<file path="config.mk">
export PLATFORM = sky130hd
export DESIGN_NAME = char_lcd_number_formatter_flat
export DESIGN_NICKNAME = d
export VERILOG_FILES = /design/src/sv/clcd_pkg.sv /design/src/sv/clcd_if.sv /design/src/sv/clcd_bcd.sv /design/src/sv/clcd_seq.sv /design/src/sv/char_lcd_number_formatter.sv /design/src/flat_wrapper.sv
export SDC_FILE = /design/constraint.sdc
export NUM_CORES = 1
export LEC_CHECK = 0
export BUFFER_PORTS_ARGS = -buffer_cell sky130_fd_sc_hd__buf_2
export CAP_MARGIN = 20
export CORE_ASPECT_RATIO = 1.75
export CORE_MARGIN = 5
export CORE_UTILIZATION = 45
export DETAILED_ROUTE_END_ITERATION = 12
export GPL_TIMING_DRIVEN = 0
export PLACE_DENSITY = 0.63
export RECOVER_POWER = 50
export SYNTH_ARGS = -nofsm -noshare
export SYNTH_HDL_FRONTEND = slang
export SYNTH_SLANG_ARGS = --single-unit
</file>
<file path="constraint.sdc">
create_clock -name clock -period 4.4 [get_ports clock]
set_input_delay 0.22 -clock clock [delete_from_list [all_inputs] [get_ports clock]]
set_output_delay 0.22 -clock clock [all_outputs]
set_load 0.005 [all_outputs]
</file>
<file path="src/sv/clcd_pkg.sv">
`timescale 1ns / 1ps
`default_nettype none
// ----------------------------------------------------------------------------
// Character LCD number formatter: shared definitions
// Field widths, request codes, sequencer states, the job handed from the
// request decoder to the sequencer and the small character tables.
// ----------------------------------------------------------------------------
package clcd_pkg;

   localparam int FUNC_W    = 3;
   localparam int LINE_W    = 2;
   localparam int COLUMN_W  = 6;
   localparam int VALUE_W   = 17;
   localparam int COUNT_W   = 6;
   localparam int BYTE_W    = 8;
   localparam int BCD_DIGITS = 5;
   localparam int DIG_W     = 4 * BCD_DIGITS;
   localparam int MAX_CLEAR_DEFAULT = 40;

   // Request codes
   localparam logic [FUNC_W-1:0] FUNC_CHAR  = 3'd0;
   localparam logic [FUNC_W-1:0] FUNC_DEC_S = 3'd1;
   localparam logic [FUNC_W-1:0] FUNC_DEC_U = 3'd2;
   localparam logic [FUNC_W-1:0] FUNC_BIN   = 3'd3;
   localparam logic [FUNC_W-1:0] FUNC_HEX   = 3'd4;
   localparam logic [FUNC_W-1:0] FUNC_CLEAR = 3'd5;
   localparam logic [FUNC_W-1:0] FUNC_INIT  = 3'd6;
   localparam logic [FUNC_W-1:0] FUNC_NONE  = 3'd7;

   localparam logic [BYTE_W-1:0] BASE_LINE1 = 8'h80;
   localparam logic [BYTE_W-1:0] BASE_LINE2 = 8'hC0;
   localparam logic [BYTE_W-1:0] CH_MINUS   = 8'h2D;
   localparam logic [BYTE_W-1:0] CH_SPACE   = 8'h20;
   localparam logic [BYTE_W-1:0] CH_ZERO    = 8'h30;
   localparam logic [BYTE_W-1:0] CH_ONE     = 8'h31;
   localparam logic [BYTE_W-1:0] BIN_SAT    = 8'd255;

   typedef enum logic [3:0] {
      ST_IDLE,
      ST_INIT,
      ST_CURSOR,
      ST_CHAR,
      ST_LABEL,
      ST_SIGN,
      ST_WAIT,
      ST_SKIP,
      ST_DIGIT,
      ST_BITS,
      ST_SPACE
   } state_type;

   typedef struct packed {
      logic [FUNC_W-1:0]  func;
      logic [BYTE_W-1:0]  cursor;
      logic [BYTE_W-1:0]  chr;
      logic               neg;
      logic [DIG_W-1:0]   dig;
      logic [COUNT_W-1:0] cnt;
   } job_type;

   typedef struct packed {
      logic             done;
      logic [DIG_W-1:0] digits;
   } bcd_result_type;

   function automatic logic [BYTE_W-1:0] init_cmd(input logic [1:0] idx);
      logic [BYTE_W-1:0] c;
      unique case (idx)
         2'd0: c = 8'h38;
         2'd1: c = 8'h0C;
         2'd2: c = 8'h06;
         2'd3: c = 8'h01;
      endcase
      return c;
   endfunction

   function automatic logic [BYTE_W-1:0] hex_char(input logic [3:0] nib);
      logic [BYTE_W-1:0] c;
      if (nib < 4'd10) begin
         c = CH_ZERO + {4'd0, nib};
      end else begin
         c = 8'h37 + {4'd0, nib};
      end
      return c;
   endfunction

   // Labels "Dec: ", "Bin: " and "Hex: " share their last two characters.
   function automatic logic [BYTE_W-1:0] label_byte(input logic [FUNC_W-1:0] func,
                                                    input logic [2:0] idx);
      logic [BYTE_W-1:0] c;
      unique case (idx)
         3'd0: c = (func == FUNC_BIN) ? 8'h42 : (func == FUNC_HEX) ? 8'h48 : 8'h44;
         3'd1: c = (func == FUNC_BIN) ? 8'h69 : 8'h65;
         3'd2: c = (func == FUNC_BIN) ? 8'h6E : (func == FUNC_HEX) ? 8'h78 : 8'h63;
         3'd3: c = 8'h3A;
         default: c = CH_SPACE;
      endcase
      return c;
   endfunction

endpackage
`default_nettype wire

</file>
<file path="src/sv/clcd_if.sv">
`timescale 1ns / 1ps
`default_nettype none
// ----------------------------------------------------------------------------
// Character LCD number formatter: channel interfaces
// Request channel and LCD write channel, each with valid/ready handshake.
// ----------------------------------------------------------------------------
interface clcd_req_if;
   import clcd_pkg::*;
   logic                       valid;
   logic                       ready;
   logic [FUNC_W-1:0]          func;
   logic [LINE_W-1:0]          line;
   logic [COLUMN_W-1:0]        column;
   logic signed [VALUE_W-1:0]  value;
   logic [COUNT_W-1:0]         count;

   modport source (output valid, func, line, column, value, count, input ready);
   modport sink   (input valid, func, line, column, value, count, output ready);
endinterface

interface clcd_rsp_if;
   import clcd_pkg::*;
   logic              valid;
   logic              ready;
   logic              is_data;
   logic [BYTE_W-1:0] bus_byte;
   logic              last;

   modport source (output valid, is_data, bus_byte, last, input ready);
   modport sink   (input valid, is_data, bus_byte, last, output ready);
endinterface
`default_nettype wire

</file>
<file path="src/sv/clcd_bcd.sv">
`timescale 1ns / 1ps
`default_nettype none
// ----------------------------------------------------------------------------
// Bit-serial binary to BCD converter
// Shift-and-add-three conversion, one magnitude bit per cycle, MSB first.
// ----------------------------------------------------------------------------
module clcd_bcd (
   input  logic                          clock,
   input  logic                          reset,
   input  logic                          start,
   input  logic [clcd_pkg::VALUE_W-1:0]  mag,
   output clcd_pkg::bcd_result_type      res
);
   import clcd_pkg::*;

   localparam int STEP_W = $clog2(VALUE_W + 1);

   logic                busy_ff, busy_in;
   logic                done_ff, done_in;
   logic [STEP_W-1:0]   step_ff, step_in;
   logic [VALUE_W-1:0]  sh_ff, sh_in;
   logic [DIG_W-1:0]    bcd_ff, bcd_in;
   logic [DIG_W-1:0]    adj;

   // Each digit of five or more gets three added before the shift.
   always_comb begin
      for (int i = 0; i < BCD_DIGITS; i++) begin
         adj[4*i +: 4] = (bcd_ff[4*i +: 4] >= 4'd5) ? bcd_ff[4*i +: 4] + 4'd3
                                                   : bcd_ff[4*i +: 4];
      end
   end

   always_comb begin
      busy_in = busy_ff;
      done_in = done_ff;
      step_in = step_ff;
      sh_in   = sh_ff;
      bcd_in  = bcd_ff;
      if (start) begin
         busy_in = 1'b1;
         done_in = 1'b0;
         step_in = STEP_W'(VALUE_W);
         sh_in   = mag;
         bcd_in  = '0;
      end else if (busy_ff) begin
         bcd_in  = {adj[DIG_W-2:0], sh_ff[VALUE_W-1]};
         sh_in   = {sh_ff[VALUE_W-2:0], 1'b0};
         step_in = step_ff - 1'b1;
         if (step_ff == STEP_W'(1)) begin
            busy_in = 1'b0;
            done_in = 1'b1;
         end
      end
   end

   always_ff @(posedge clock) begin
      if (reset) begin
         busy_ff <= 1'b0;
         done_ff <= 1'b0;
         step_ff <= '0;
      end else begin
         busy_ff <= busy_in;
         done_ff <= done_in;
         step_ff <= step_in;
      end
      sh_ff  <= sh_in;
      bcd_ff <= bcd_in;
   end

   assign res.done   = done_ff;
   assign res.digits = bcd_ff;

endmodule
`default_nettype wire

</file>
<file path="src/sv/clcd_seq.sv">
`timescale 1ns / 1ps
`default_nettype none
// ----------------------------------------------------------------------------
// LCD write sequencer
// Walks a request through init, cursor, character, label, sign, digit,
// bit and space phases, shifting digits out of one register a nibble or a
// bit at a time into the output word register.
// ----------------------------------------------------------------------------
module clcd_seq (
   input  logic                      clock,
   input  logic                      reset,
   input  logic                      job_start,
   input  clcd_pkg::job_type         job,
   input  clcd_pkg::bcd_result_type  bcd,
   output logic                      idle,
   clcd_rsp_if.source                rsp_ch
);
   import clcd_pkg::*;

   state_type           state_ff, state_in;
   logic [FUNC_W-1:0]   func_ff, func_in;
   logic [2:0]          idx_ff, idx_in;
   logic [COUNT_W-1:0]  cnt_ff, cnt_in;
   logic [DIG_W-1:0]    dig_ff, dig_in;
   logic [BYTE_W-1:0]   cursor_ff, cursor_in;
   logic [BYTE_W-1:0]   chr_ff, chr_in;
   logic                neg_ff, neg_in;

   logic                out_valid_ff, out_valid_in;
   logic                out_rs_ff, out_rs_in;
   logic [BYTE_W-1:0]   out_byte_ff, out_byte_in;
   logic                out_last_ff, out_last_in;

   logic                emit_valid, emit_rs, emit_last, emit;
   logic [BYTE_W-1:0]   emit_byte;
   logic                slot_free;
   logic [3:0]          top_nib;
   logic [COUNT_W-1:0]  min_digits;
   logic                skip_zero;

   assign slot_free  = !out_valid_ff || rsp_ch.ready;
   assign top_nib    = dig_ff[DIG_W-1 -: 4];
   assign min_digits = (func_ff == FUNC_HEX) ? COUNT_W'(2) : COUNT_W'(1);
   assign skip_zero  = (top_nib == 4'd0) && (cnt_ff > min_digits);
   assign emit       = emit_valid && slot_free;
   assign idle       = (state_ff == ST_IDLE);

   // Word offered in each state
   always_comb begin
      emit_valid = 1'b0;
      emit_rs    = 1'b1;
      emit_byte  = CH_SPACE;
      emit_last  = 1'b0;
      unique case (state_ff)
         ST_IDLE, ST_WAIT, ST_SKIP: begin
            emit_valid = 1'b0;
         end
         ST_INIT: begin
            emit_valid = 1'b1;
            emit_rs    = 1'b0;
            emit_byte  = init_cmd(idx_ff[1:0]);
            emit_last  = (idx_ff == 3'd3);
         end
         ST_CURSOR: begin
            emit_valid = 1'b1;
            emit_rs    = 1'b0;
            emit_byte  = cursor_ff;
            emit_last  = (func_ff == FUNC_CLEAR) && (cnt_ff == '0);
         end
         ST_CHAR: begin
            emit_valid = 1'b1;
            emit_byte  = chr_ff;
            emit_last  = 1'b1;
         end
         ST_LABEL: begin
            emit_valid = 1'b1;
            emit_byte  = label_byte(func_ff, idx_ff);
         end
         ST_SIGN: begin
            emit_valid = 1'b1;
            emit_byte  = CH_MINUS;
         end
         ST_DIGIT: begin
            emit_valid = 1'b1;
            emit_byte  = hex_char(top_nib);
            emit_last  = (cnt_ff == COUNT_W'(1));
         end
         ST_BITS: begin
            emit_valid = 1'b1;
            emit_byte  = dig_ff[DIG_W-1] ? CH_ONE : CH_ZERO;
            emit_last  = (cnt_ff == COUNT_W'(1));
         end
         ST_SPACE: begin
            emit_valid = 1'b1;
            emit_byte  = CH_SPACE;
            emit_last  = (cnt_ff == COUNT_W'(1));
         end
         default: begin
            emit_valid = 1'b0;
         end
      endcase
   end

   // Next state
   always_comb begin
      state_in = state_ff;
      unique case (state_ff)
         ST_IDLE: begin
            if (job_start) begin
               state_in = (job.func == FUNC_INIT) ? ST_INIT : ST_CURSOR;
            end
         end
         ST_INIT: begin
            if (emit && idx_ff == 3'd3) state_in = ST_IDLE;
         end
         ST_CURSOR: begin
            if (emit) begin
               priority if (func_ff == FUNC_CHAR) begin
                  state_in = ST_CHAR;
               end else if (func_ff == FUNC_DEC_U) begin
                  state_in = ST_WAIT;
               end else if (func_ff == FUNC_CLEAR) begin
                  state_in = (cnt_ff == '0) ? ST_IDLE : ST_SPACE;
               end else begin
                  state_in = ST_LABEL;
               end
            end
         end
         ST_CHAR: begin
            if (emit) state_in = ST_IDLE;
         end
         ST_LABEL: begin
            if (emit && idx_ff == 3'd4) begin
               priority if (func_ff == FUNC_DEC_S) begin
                  state_in = neg_ff ? ST_SIGN : ST_WAIT;
               end else if (func_ff == FUNC_BIN) begin
                  state_in = ST_BITS;
               end else begin
                  state_in = ST_SKIP;
               end
            end
         end
         ST_SIGN: begin
            if (emit) state_in = ST_WAIT;
         end
         ST_WAIT: begin
            if (bcd.done) state_in = ST_SKIP;
         end
         ST_SKIP: begin
            if (!skip_zero) state_in = ST_DIGIT;
         end
         ST_DIGIT, ST_BITS, ST_SPACE: begin
            if (emit && cnt_ff == COUNT_W'(1)) state_in = ST_IDLE;
         end
         default: begin
            state_in = ST_IDLE;
         end
      endcase
   end

   // Datapath registers
   always_comb begin
      func_in   = func_ff;
      idx_in    = idx_ff;
      cnt_in    = cnt_ff;
      dig_in    = dig_ff;
      cursor_in = cursor_ff;
      chr_in    = chr_ff;
      neg_in    = neg_ff;
      unique case (state_ff)
         ST_IDLE: begin
            if (job_start) begin
               func_in   = job.func;
               cursor_in = job.cursor;
               chr_in    = job.chr;
               neg_in    = job.neg;
               dig_in    = job.dig;
               cnt_in    = job.cnt;
               idx_in    = '0;
            end
         end
         ST_INIT, ST_LABEL: begin
            if (emit) idx_in = idx_ff + 3'd1;
         end
         ST_WAIT: begin
            if (bcd.done) begin
               dig_in = bcd.digits;
               cnt_in = COUNT_W'(BCD_DIGITS);
            end
         end
         ST_SKIP: begin
            // Leading zeros are dropped one digit a cycle.
            if (skip_zero) begin
               dig_in = {dig_ff[DIG_W-5:0], 4'd0};
               cnt_in = cnt_ff - 1'b1;
            end
         end
         ST_DIGIT: begin
            if (emit) begin
               dig_in = {dig_ff[DIG_W-5:0], 4'd0};
               cnt_in = cnt_ff - 1'b1;
            end
         end
         ST_BITS: begin
            if (emit) begin
               dig_in = {dig_ff[DIG_W-2:0], 1'b0};
               cnt_in = cnt_ff - 1'b1;
            end
         end
         ST_SPACE: begin
            if (emit) cnt_in = cnt_ff - 1'b1;
         end
         default: begin
            idx_in = idx_ff;
         end
      endcase
   end

   // Output word register
   always_comb begin
      out_valid_in = out_valid_ff;
      out_rs_in    = out_rs_ff;
      out_byte_in  = out_byte_ff;
      out_last_in  = out_last_ff;
      if (emit) begin
         out_valid_in = 1'b1;
         out_rs_in    = emit_rs;
         out_byte_in  = emit_byte;
         out_last_in  = emit_last;
      end else if (rsp_ch.ready) begin
         out_valid_in = 1'b0;
      end
   end

   always_ff @(posedge clock) begin
      if (reset) begin
         state_ff     <= ST_IDLE;
         out_valid_ff <= 1'b0;
      end else begin
         state_ff     <= state_in;
         out_valid_ff <= out_valid_in;
      end
      func_ff     <= func_in;
      idx_ff      <= idx_in;
      cnt_ff      <= cnt_in;
      dig_ff      <= dig_in;
      cursor_ff   <= cursor_in;
      chr_ff      <= chr_in;
      neg_ff      <= neg_in;
      out_rs_ff   <= out_rs_in;
      out_byte_ff <= out_byte_in;
      out_last_ff <= out_last_in;
   end

   assign rsp_ch.valid    = out_valid_ff;
   assign rsp_ch.is_data  = out_rs_ff;
   assign rsp_ch.bus_byte = out_byte_ff;
   assign rsp_ch.last     = out_last_ff;

endmodule
`default_nettype wire

</file>
<file path="src/sv/char_lcd_number_formatter.sv">
`timescale 1ns / 1ps
`default_nettype none
// ----------------------------------------------------------------------------
// Character LCD number formatter
// Turns one display request into the sequence of LCD bus writes for it.
// ----------------------------------------------------------------------------
// Usage:
//   req_ch carries one request word (func, line, column, value, count); it is
//   taken when valid and ready are both high. ready is high only while no
//   request is in progress, so one request is handled at a time.
//   rsp_ch carries one LCD write per word (is_data, bus_byte, last); last
//   marks the final write of a request. Code 7 is taken and produces nothing.
//   The request is taken into the sequencer registers, and each write is
//   then registered in the output word register. Writes follow one per
//   cycle while the receiver keeps ready high, except while a decimal or
//   hex request prepares its digits. Decimal requests wait for the bit-serial
//   BCD converter, which starts when the request is taken, and then drop
//   leading zeros one digit a cycle. A hex request drops its leading zeros
//   the same way.
//   When the receiver stalls the current write is held in the output
//   register and the sequencer waits; nothing is lost. Synchronous reset
//   empties the output register and returns the block to idle.
// ----------------------------------------------------------------------------
module char_lcd_number_formatter #(
   parameter int MAX_CLEAR = clcd_pkg::MAX_CLEAR_DEFAULT
) (
   input  logic        clock,
   input  logic        reset,
   clcd_req_if.sink    req_ch,
   clcd_rsp_if.source  rsp_ch
);
   import clcd_pkg::*;

   localparam logic [COUNT_W-1:0] CLEAR_LIM = COUNT_W'(MAX_CLEAR);

   logic               idle;
   logic               accept;
   logic               job_start;
   logic               bcd_start;
   job_type            job;
   bcd_result_type     bcd;
   logic [15:0]        low16;
   logic [VALUE_W-1:0] raw;
   logic [VALUE_W-1:0] mag;
   logic [BYTE_W-1:0]  base;
   logic [BYTE_W-1:0]  bin_sat;

   assign req_ch.ready = idle;
   assign accept       = req_ch.valid && idle;
   assign job_start    = accept && (req_ch.func != FUNC_NONE);
   assign bcd_start    = accept &&
                         ((req_ch.func == FUNC_DEC_S) || (req_ch.func == FUNC_DEC_U));

   assign raw     = req_ch.value;
   assign low16   = raw[15:0];
   assign base    = (req_ch.line == 2'd1) ? BASE_LINE1 : BASE_LINE2;
   assign bin_sat = (|low16[15:8]) ? BIN_SAT : low16[7:0];
   // A negative signed request prints the 17-bit magnitude, 65536 included.
   assign mag     = job.neg ? (~raw + VALUE_W'(1)) : {1'b0, low16};

   always_comb begin
      job.func   = req_ch.func;
      job.cursor = base + {2'd0, req_ch.column} - 8'd1;
      job.chr    = raw[7:0];
      job.neg    = (req_ch.func == FUNC_DEC_S) && raw[VALUE_W-1];
      job.dig    = '0;
      job.cnt    = '0;
      priority if (req_ch.func == FUNC_BIN) begin
         job.dig = {bin_sat, 12'd0};
         job.cnt = COUNT_W'(8);
      end else if (req_ch.func == FUNC_HEX) begin
         job.dig = {low16, 4'd0};
         job.cnt = COUNT_W'(4);
      end else if (req_ch.func == FUNC_CLEAR) begin
         job.cnt = (req_ch.count > CLEAR_LIM) ? CLEAR_LIM : req_ch.count;
      end else begin
         job.cnt = '0;
      end
   end

   clcd_bcd u_bcd (
      .clock (clock),
      .reset (reset),
      .start (bcd_start),
      .mag   (mag),
      .res   (bcd)
   );

   clcd_seq u_seq (
      .clock     (clock),
      .reset     (reset),
      .job_start (job_start),
      .job       (job),
      .bcd       (bcd),
      .idle      (idle),
      .rsp_ch    (rsp_ch)
   );

endmodule
`default_nettype wire

</file>
<file path="src/flat_wrapper.sv">
// flat-port wrapper written by rule: the top's interface ports become plain ports
module char_lcd_number_formatter_flat import clcd_pkg::*;
#(
   parameter int MAX_CLEAR = clcd_pkg::MAX_CLEAR_DEFAULT
)
  (clock, reset, req_ch_valid, req_ch_func, req_ch_line, req_ch_column, req_ch_value, req_ch_count, req_ch_ready, rsp_ch_valid, rsp_ch_is_data, rsp_ch_bus_byte, rsp_ch_last, rsp_ch_ready);
  clcd_req_if req_ch_i ();
  clcd_rsp_if rsp_ch_i ();
  input  logic clock;
  input  logic reset;
  input wire logic [$bits(req_ch_i.valid)-1:0] req_ch_valid;
  input wire logic [$bits(req_ch_i.func)-1:0] req_ch_func;
  input wire logic [$bits(req_ch_i.line)-1:0] req_ch_line;
  input wire logic [$bits(req_ch_i.column)-1:0] req_ch_column;
  input wire logic [$bits(req_ch_i.value)-1:0] req_ch_value;
  input wire logic [$bits(req_ch_i.count)-1:0] req_ch_count;
  output wire logic [$bits(req_ch_i.ready)-1:0] req_ch_ready;
  output wire logic [$bits(rsp_ch_i.valid)-1:0] rsp_ch_valid;
  output wire logic [$bits(rsp_ch_i.is_data)-1:0] rsp_ch_is_data;
  output wire logic [$bits(rsp_ch_i.bus_byte)-1:0] rsp_ch_bus_byte;
  output wire logic [$bits(rsp_ch_i.last)-1:0] rsp_ch_last;
  input wire logic [$bits(rsp_ch_i.ready)-1:0] rsp_ch_ready;
  assign req_ch_i.valid = req_ch_valid;
  assign req_ch_i.func = req_ch_func;
  assign req_ch_i.line = req_ch_line;
  assign req_ch_i.column = req_ch_column;
  assign req_ch_i.value = req_ch_value;
  assign req_ch_i.count = req_ch_count;
  assign req_ch_ready = req_ch_i.ready;
  assign rsp_ch_valid = rsp_ch_i.valid;
  assign rsp_ch_is_data = rsp_ch_i.is_data;
  assign rsp_ch_bus_byte = rsp_ch_i.bus_byte;
  assign rsp_ch_last = rsp_ch_i.last;
  assign rsp_ch_i.ready = rsp_ch_ready;
  char_lcd_number_formatter #(.MAX_CLEAR(MAX_CLEAR)) u_core (.clock(clock), .reset(reset), .req_ch(req_ch_i), .rsp_ch(rsp_ch_i));
endmodule
</file>
# Word level (Yosys, flattened, before mapping)
# Index checks and enable logic that the tools add are counted.
# Widths: inputs -> output; s select.
# totals
register_bits	108
latchBits	0
mem_bits_rw	0
mem_bits_ro	0
in_bits	38
output_inout_bits	12
elab_cells	190
n_memories	0
# op_classes
add_sub_neg	13
n_mul	0
div	0
magnitude_cmp	8
n_eq_ne	46
shifts	0
n_mux	68
bitwise_logic	1
reduce_logical	36
# ops
cell	count
$mux 20	6
$pmux 20 s5	1
$mux 4	22
$pmux 8 s7	1
$mux 17	3
$mux 6	7
$pmux 4 s9	1
$pmux 8 s4	1
$pmux 7 s4	1
$mux 26	1
$pmux 6 s4	1
$ne 2x2->1 const B	11
$ge 4x3->1 const B	5
$mux 5	4
$eq 3x2->1 const B	6
$eq 3x3->1 const B	6
$add 17x1->17 const B	1
$not 17->17	1
$add 4x2->4 const B	4
$eq 4x3->1 const B	4
$reduce_or 8->1	2
$add 6x4->7 const A	2
$mux 7	2
$eq 4x4->1 const B	3
41 further kinds	76

# Logic depth before layout (Yosys ltp)
# depth
depth_word	7
depth_mapped	9
mapped_depth_nobuf	8

# Modules after synthesis
# Synthesis repeated with hierarchy kept, for this count alone.
# unflattened
hier_cells	770
area_unflattened_um2	7050.5
# by_module_without_submodules
module	n_inst	cells_each	area_per_inst_um2	seq_area_each_um2
clcd_seq	1	424	4037.6	1871.8
clcd_bcd	1	214	2242.2	1051.0
char_lcd_number_formatter	1	132	770.7	0.0

# Worst setup path after synthesis
# Ideal clock, no wire load.
# synth_timing
path_kind	register -> register
startpoint	register u_core.u_seq.func_ff[2]
endpoint	register u_core.u_seq.dig_ff[0], enable pin
setup_ps	397
arrival_time_ps	2613
t_required_ps	4003
path_slack_ps	1390
stages_incl_launch_ff	10
path_buffers	1
period_less_slack_ps	3010
path_cell_list	edfxtp_1 > clkbuf_1 > nor3b_1 > inv_1 > ha_1 > nor2b_1 > o21ai_0 > a21oi_1 > o21bai_1 > nor2_1
# synth_between
elab_chain_cells	6
# synth_rtl
element	line	rtl
from (decl)	clcd_seq.sv:21	logic [FUNC_W-1:0] func_ff, func_in;
from (signal assigned)	clcd_seq.sv:243	func_ff <= func_in;
$eq 3x3->1	clcd_seq.sv:43	assign min_digits = (func_ff == FUNC_HEX) ? COUNT_W'(2) : COUNT_W'(1);
$mux 2	clcd_seq.sv:43	
$gt 6x2->1	clcd_seq.sv:44	assign skip_zero = (top_nib == 4'd0) && (cnt_ff > min_digits);
$logic_and 1x1->1	clcd_seq.sv:44	
$ne 2x2->1 (no source line)	--	
$reduce_and 6->1 (no source line)	--	
to (signal assigned)	clcd_seq.sv:246	dig_ff <= dig_in;
to (decl)	clcd_seq.sv:24	logic [DIG_W-1:0] dig_ff, dig_in;
# Every way passes these cells.
# A chain may end at the register's enable or synchronous reset.

# Final worst setup path
# layout_timing
startpoint	register u_core.u_seq.state_ff[3]
endpoint	register u_core.u_bcd.sh_ff[12], enable pin
# layout_between
elab_chain_cells	4
# layout_rtl
element	line	rtl
from (decl)	clcd_seq.sv:20	state_type state_ff, state_in;
from (signal assigned)	clcd_seq.sv:240	state_ff <= state_in;
$logic_not 4->1	clcd_seq.sv:46	assign idle = (state_ff == ST_IDLE);
$logic_and 1x1->1	char_lcd_number_formatter.sv:49	assign accept = req_ch.valid && idle;
$logic_and 1x1->1	char_lcd_number_formatter.sv:51	assign bcd_start = accept &&
$reduce_bool 2->1 (no source line)	--	
to (signal assigned)	clcd_bcd.sv:66	sh_ff <= sh_in;
to (decl)	clcd_bcd.sv:21	logic [VALUE_W-1:0] sh_ff, sh_in;
# Every way passes these cells.

==> impl_metrics.env <==
export IMPL_outcome="finished with violations"
export IMPL_violations="capacitance limit, slew limit"
export IMPL_synth_avg_cell_area_um2=9.43
export IMPL_syn_area_um2=6380
export IMPL_fin_crit_sh_pct=85.7
export IMPL_fin_cells=920
export IMPL_setup_viol=0
export IMPL_post_cts_resized=0
export IMPL_clock_path_buffers=2
export IMPL_hpwl_mm=13.9
export IMPL_yosysSeqAreaShare_pct=45.8
export IMPL_whs_endpoint="u_core.u_seq.func_ff[0]"
export IMPL_cp_arrival_ns=3.78
export IMPL_synthFlopType="edfxtp_1"
export IMPL_gp_congestion=0.944
export IMPL_cts_sinks=108
export IMPL_slowest_stage="nor4b_1"
export IMPL_maxSlewViolCount=7
export IMPL_vias=5451
export IMPL_fin_area_um2=7120
export IMPL_post_cts_buffers=0
export IMPL_dieArea_um2=16800
export IMPL_r2r_end="u_core.u_bcd.sh_ff[12]"
export IMPL_netlist_instances=677
export IMPL_start_util_pct=45.9
export IMPL_swShare_pct=39.8
export IMPL_clkPwrFrac_pct=18.9
export IMPL_dp_slack_ns=1.10
export IMPL_grt_total_usage_pct=21.1
export IMPL_rsz0062_at_grt="no"
export IMPL_power_leakage_nw=2.62
export IMPL_root_buffer="clkbuf_16"
export IMPL_synth_top_cell_by_area="edfxtp_1"
export IMPL_synth_top_area_share_pct=35.8
export IMPL_synth_yosys_warnings=0
export IMPL_vdd_drop_max_mv=0.309
export IMPL_ant_nets=0
export IMPL_worst_path_buf_inv=2
export IMPL_layout_drive_gt1_share_pct=7.81
export IMPL_required_ns=4.41
export IMPL_dpl_cell_count=904
export IMPL_drt_initial_drc_count=407
export IMPL_comb_power_share_pct=39.2
export IMPL_worst_pin_slew_ns=1.71
export IMPL_hp_start="req_ch_func[0]"
export IMPL_endpoint_kind="flop"
export IMPL_syn_nets=740
export IMPL_setup_ws_ns=0.631
export IMPL_crit_chain="or4_1 > clkbuf_1 > nor4b_1 > clkbuf_1 > or2_2"
export IMPL_finalHoldViolCount=0
export IMPL_rows=57
export IMPL_cp_start_kind="flop"
export IMPL_r2r_slack_ns=0.63
export IMPL_grt_max_degree=22
export IMPL_cts_max_level=3
export IMPL_drc=0
export IMPL_critPathMaxStageDelay_ns=1.38
export IMPL_cts_tree="yes"
export IMPL_ios=50
export IMPL_synth_edf_count=76
export IMPL_grt_pass1_vias=5593
export IMPL_timing_hold_ws_ns=0.122
export IMPL_critPathTopFamily="simple AND/OR/NAND/NOR gates"
export IMPL_r2r_cells=5
export IMPL_skew_ns=0.00909
export IMPL_crit_fanout=17
export IMPL_viasPerCell=5.93
export IMPL_coreArea_um2=13900
export IMPL_io_buffers=49
export IMPL_grt_overflow=0
export IMPL_timing_rr_start="u_core.u_seq.state_ff[3]"
export IMPL_synth_area_leaders="edfxtp_1, dfxtp_1, ha_1"
export IMPL_cts_made_buffers=9
export IMPL_fin_setup_tns_ns=0
export IMPL_cp_common_cell="clkbuf_1"
export IMPL_yosysMostFrequentCell="edfxtp_1"
export IMPL_ys_seq_elements=108
export IMPL_fmax_ghz=0.265
export IMPL_clock_latency_ns=0.35
export IMPL_diodes=0
export IMPL_hold_buffers=0
export IMPL_hp_class="input port to flop"
export IMPL_firstDrtPassIters=6
export IMPL_report_power_total_mw=4.52
export IMPL_setup_worst_path_start="u_core.u_seq.state_ff[3]"
export IMPL_die_y_um=168
export IMPL_intPower_mw=2.72
export IMPL_routed_wirelength_mm=17.9
export IMPL_grt_pass1_wl_mm=28.0
export IMPL_cap_violations=1
export IMPL_pwr_share_seq_pct=41.9
export IMPL_min_period_ns=3.77
export IMPL_final_util_pct=51.2
export IMPL_switching_power_mw=1.80
export IMPL_synth_async_reset_ratio_pct=0
export IMPL_whs_path_depth=1
export IMPL_cts_clk_slew_worst_paths_ns=0.07
export IMPL_area_growth_pct=11.6
export IMPL_power_density_nw_per_um2=635
export IMPL_die_w_um=100
export IMPL_timing_slew_headroom_pct=-15.4
export IMPL_synth_commonest_cells="edfxtp_1, nor2_1, nand2_1"
export IMPL_synth_distinct_cells=66
export IMPL_antenna_found_initial=0
export IMPL_place_area_um2=6870
export IMPL_nets=801
export IMPL_wl_per_cell_um=19.4
export IMPL_crit_type="flop to flop"
[power groups by stage]
stage / combinational, mW / clock [mW] / sequential, mW
after floorplan: 1.26 / 0 / 1.81
after global placement: 1.71 / 0 / 1.89
after detailed placement: 1.78 / 0 / 1.91
after CTS: 1.79 / 0.862 / 1.89
after global routing: 1.97 / 0.907 / 1.93
final: 1.77 / 0.852 / 1.89
[cell usage in the layout, fill, tap and decap left out, types with 6 or more instances in the layout]
master,n
nand2_1,61
a21oi_1,49
edfxtp_1,76
o21ai_0,45
nor2b_1,6
clkbuf_1,51
a222oi_1,17
nor3_1,15
nor2_1,64
mux2i_1,13
ha_1,25
xnor2_1,23
inv_1,42
dfxtp_1,32
buf_2,33
nand3_1,24
nand2b_1,17
clkbuf_16,9
xor2_1,13
nor4_1,6
nor3b_1,6
[how the worst max path moves through the flow]
stage	slack, ns	depth (start not counted)	end
after floorplan	1.39	9	u_core.u_seq.dig_ff[0]
after global placement	0.59	9	u_core.u_seq.dig_ff[14]
after detailed placement	1.10	9	u_core.u_seq.cnt_ff[3]
after CTS	1.08	9	u_core.u_seq.cnt_ff[3]
after global routing	0.51	5	u_core.u_bcd.sh_ff[16]
final	0.63	5	u_core.u_bcd.sh_ff[12]
[state kept, by name, summed over array words and instances, names as in the netlist, 4 cells and up]
name and flops:
u_core.u_bcd.bcd_ff 20, u_core.u_seq.dig_ff 20, u_core.u_bcd.sh_ff 17, u_core.u_seq.chr_ff 8
u_core.u_seq.cursor_ff 8, u_core.u_seq.rsp_ch.bus_byte 8, u_core.u_seq.cnt_ff 6, u_core.u_bcd.step_ff 5
u_core.u_seq.state_ff 4
[kinds of logic (layout without fill, tap and decap cells)]
kind of cell               count (synthesis)  count (layout)  synth area share (%)
xor gates and xnor gates                  36              36                  4.94
AOI/OAI and AO/OA                        177             177                  18.3
adders and majority gates                 25              25                  4.90
DFF                                      108             108                  45.8
and+or+nand+nor                          237             237                  18.8
muxes                                     15              15                  2.39
buffers and inverters                     79             145                  4.88
[cell type report]
class	instances	area, um^2
Buffer	36	139
Clock buffer	9	225
Clock inverter	7	85.1
Fill cell	1323	6790
Inverter	43	161
Multi-Input combinational cell	490	3130
Sequential cell	108	2920
Tap cell	177	221
Timing Repair Buffer	50	236
[worst reg2reg max path: cells and delay by family, from the launching register on]
family        cells  cell delay [ns]
flops             1             0.37
buf+inv           2             0.68
simple gates      3             2.37
[per-layer routing]
metal | routed length [um] | GRT usage, % | vias up
met5 | 0 | 0 | -
met4 | 1100 | 12.3 | 0
met3 | 549 | 2.08 | 59
met2 | 9640 | 39.4 | 158
met1 | 6570 | 22.2 | 2621
li1 | - | - | 2613
No activity file was read; power rests on OpenSTA's default activity.
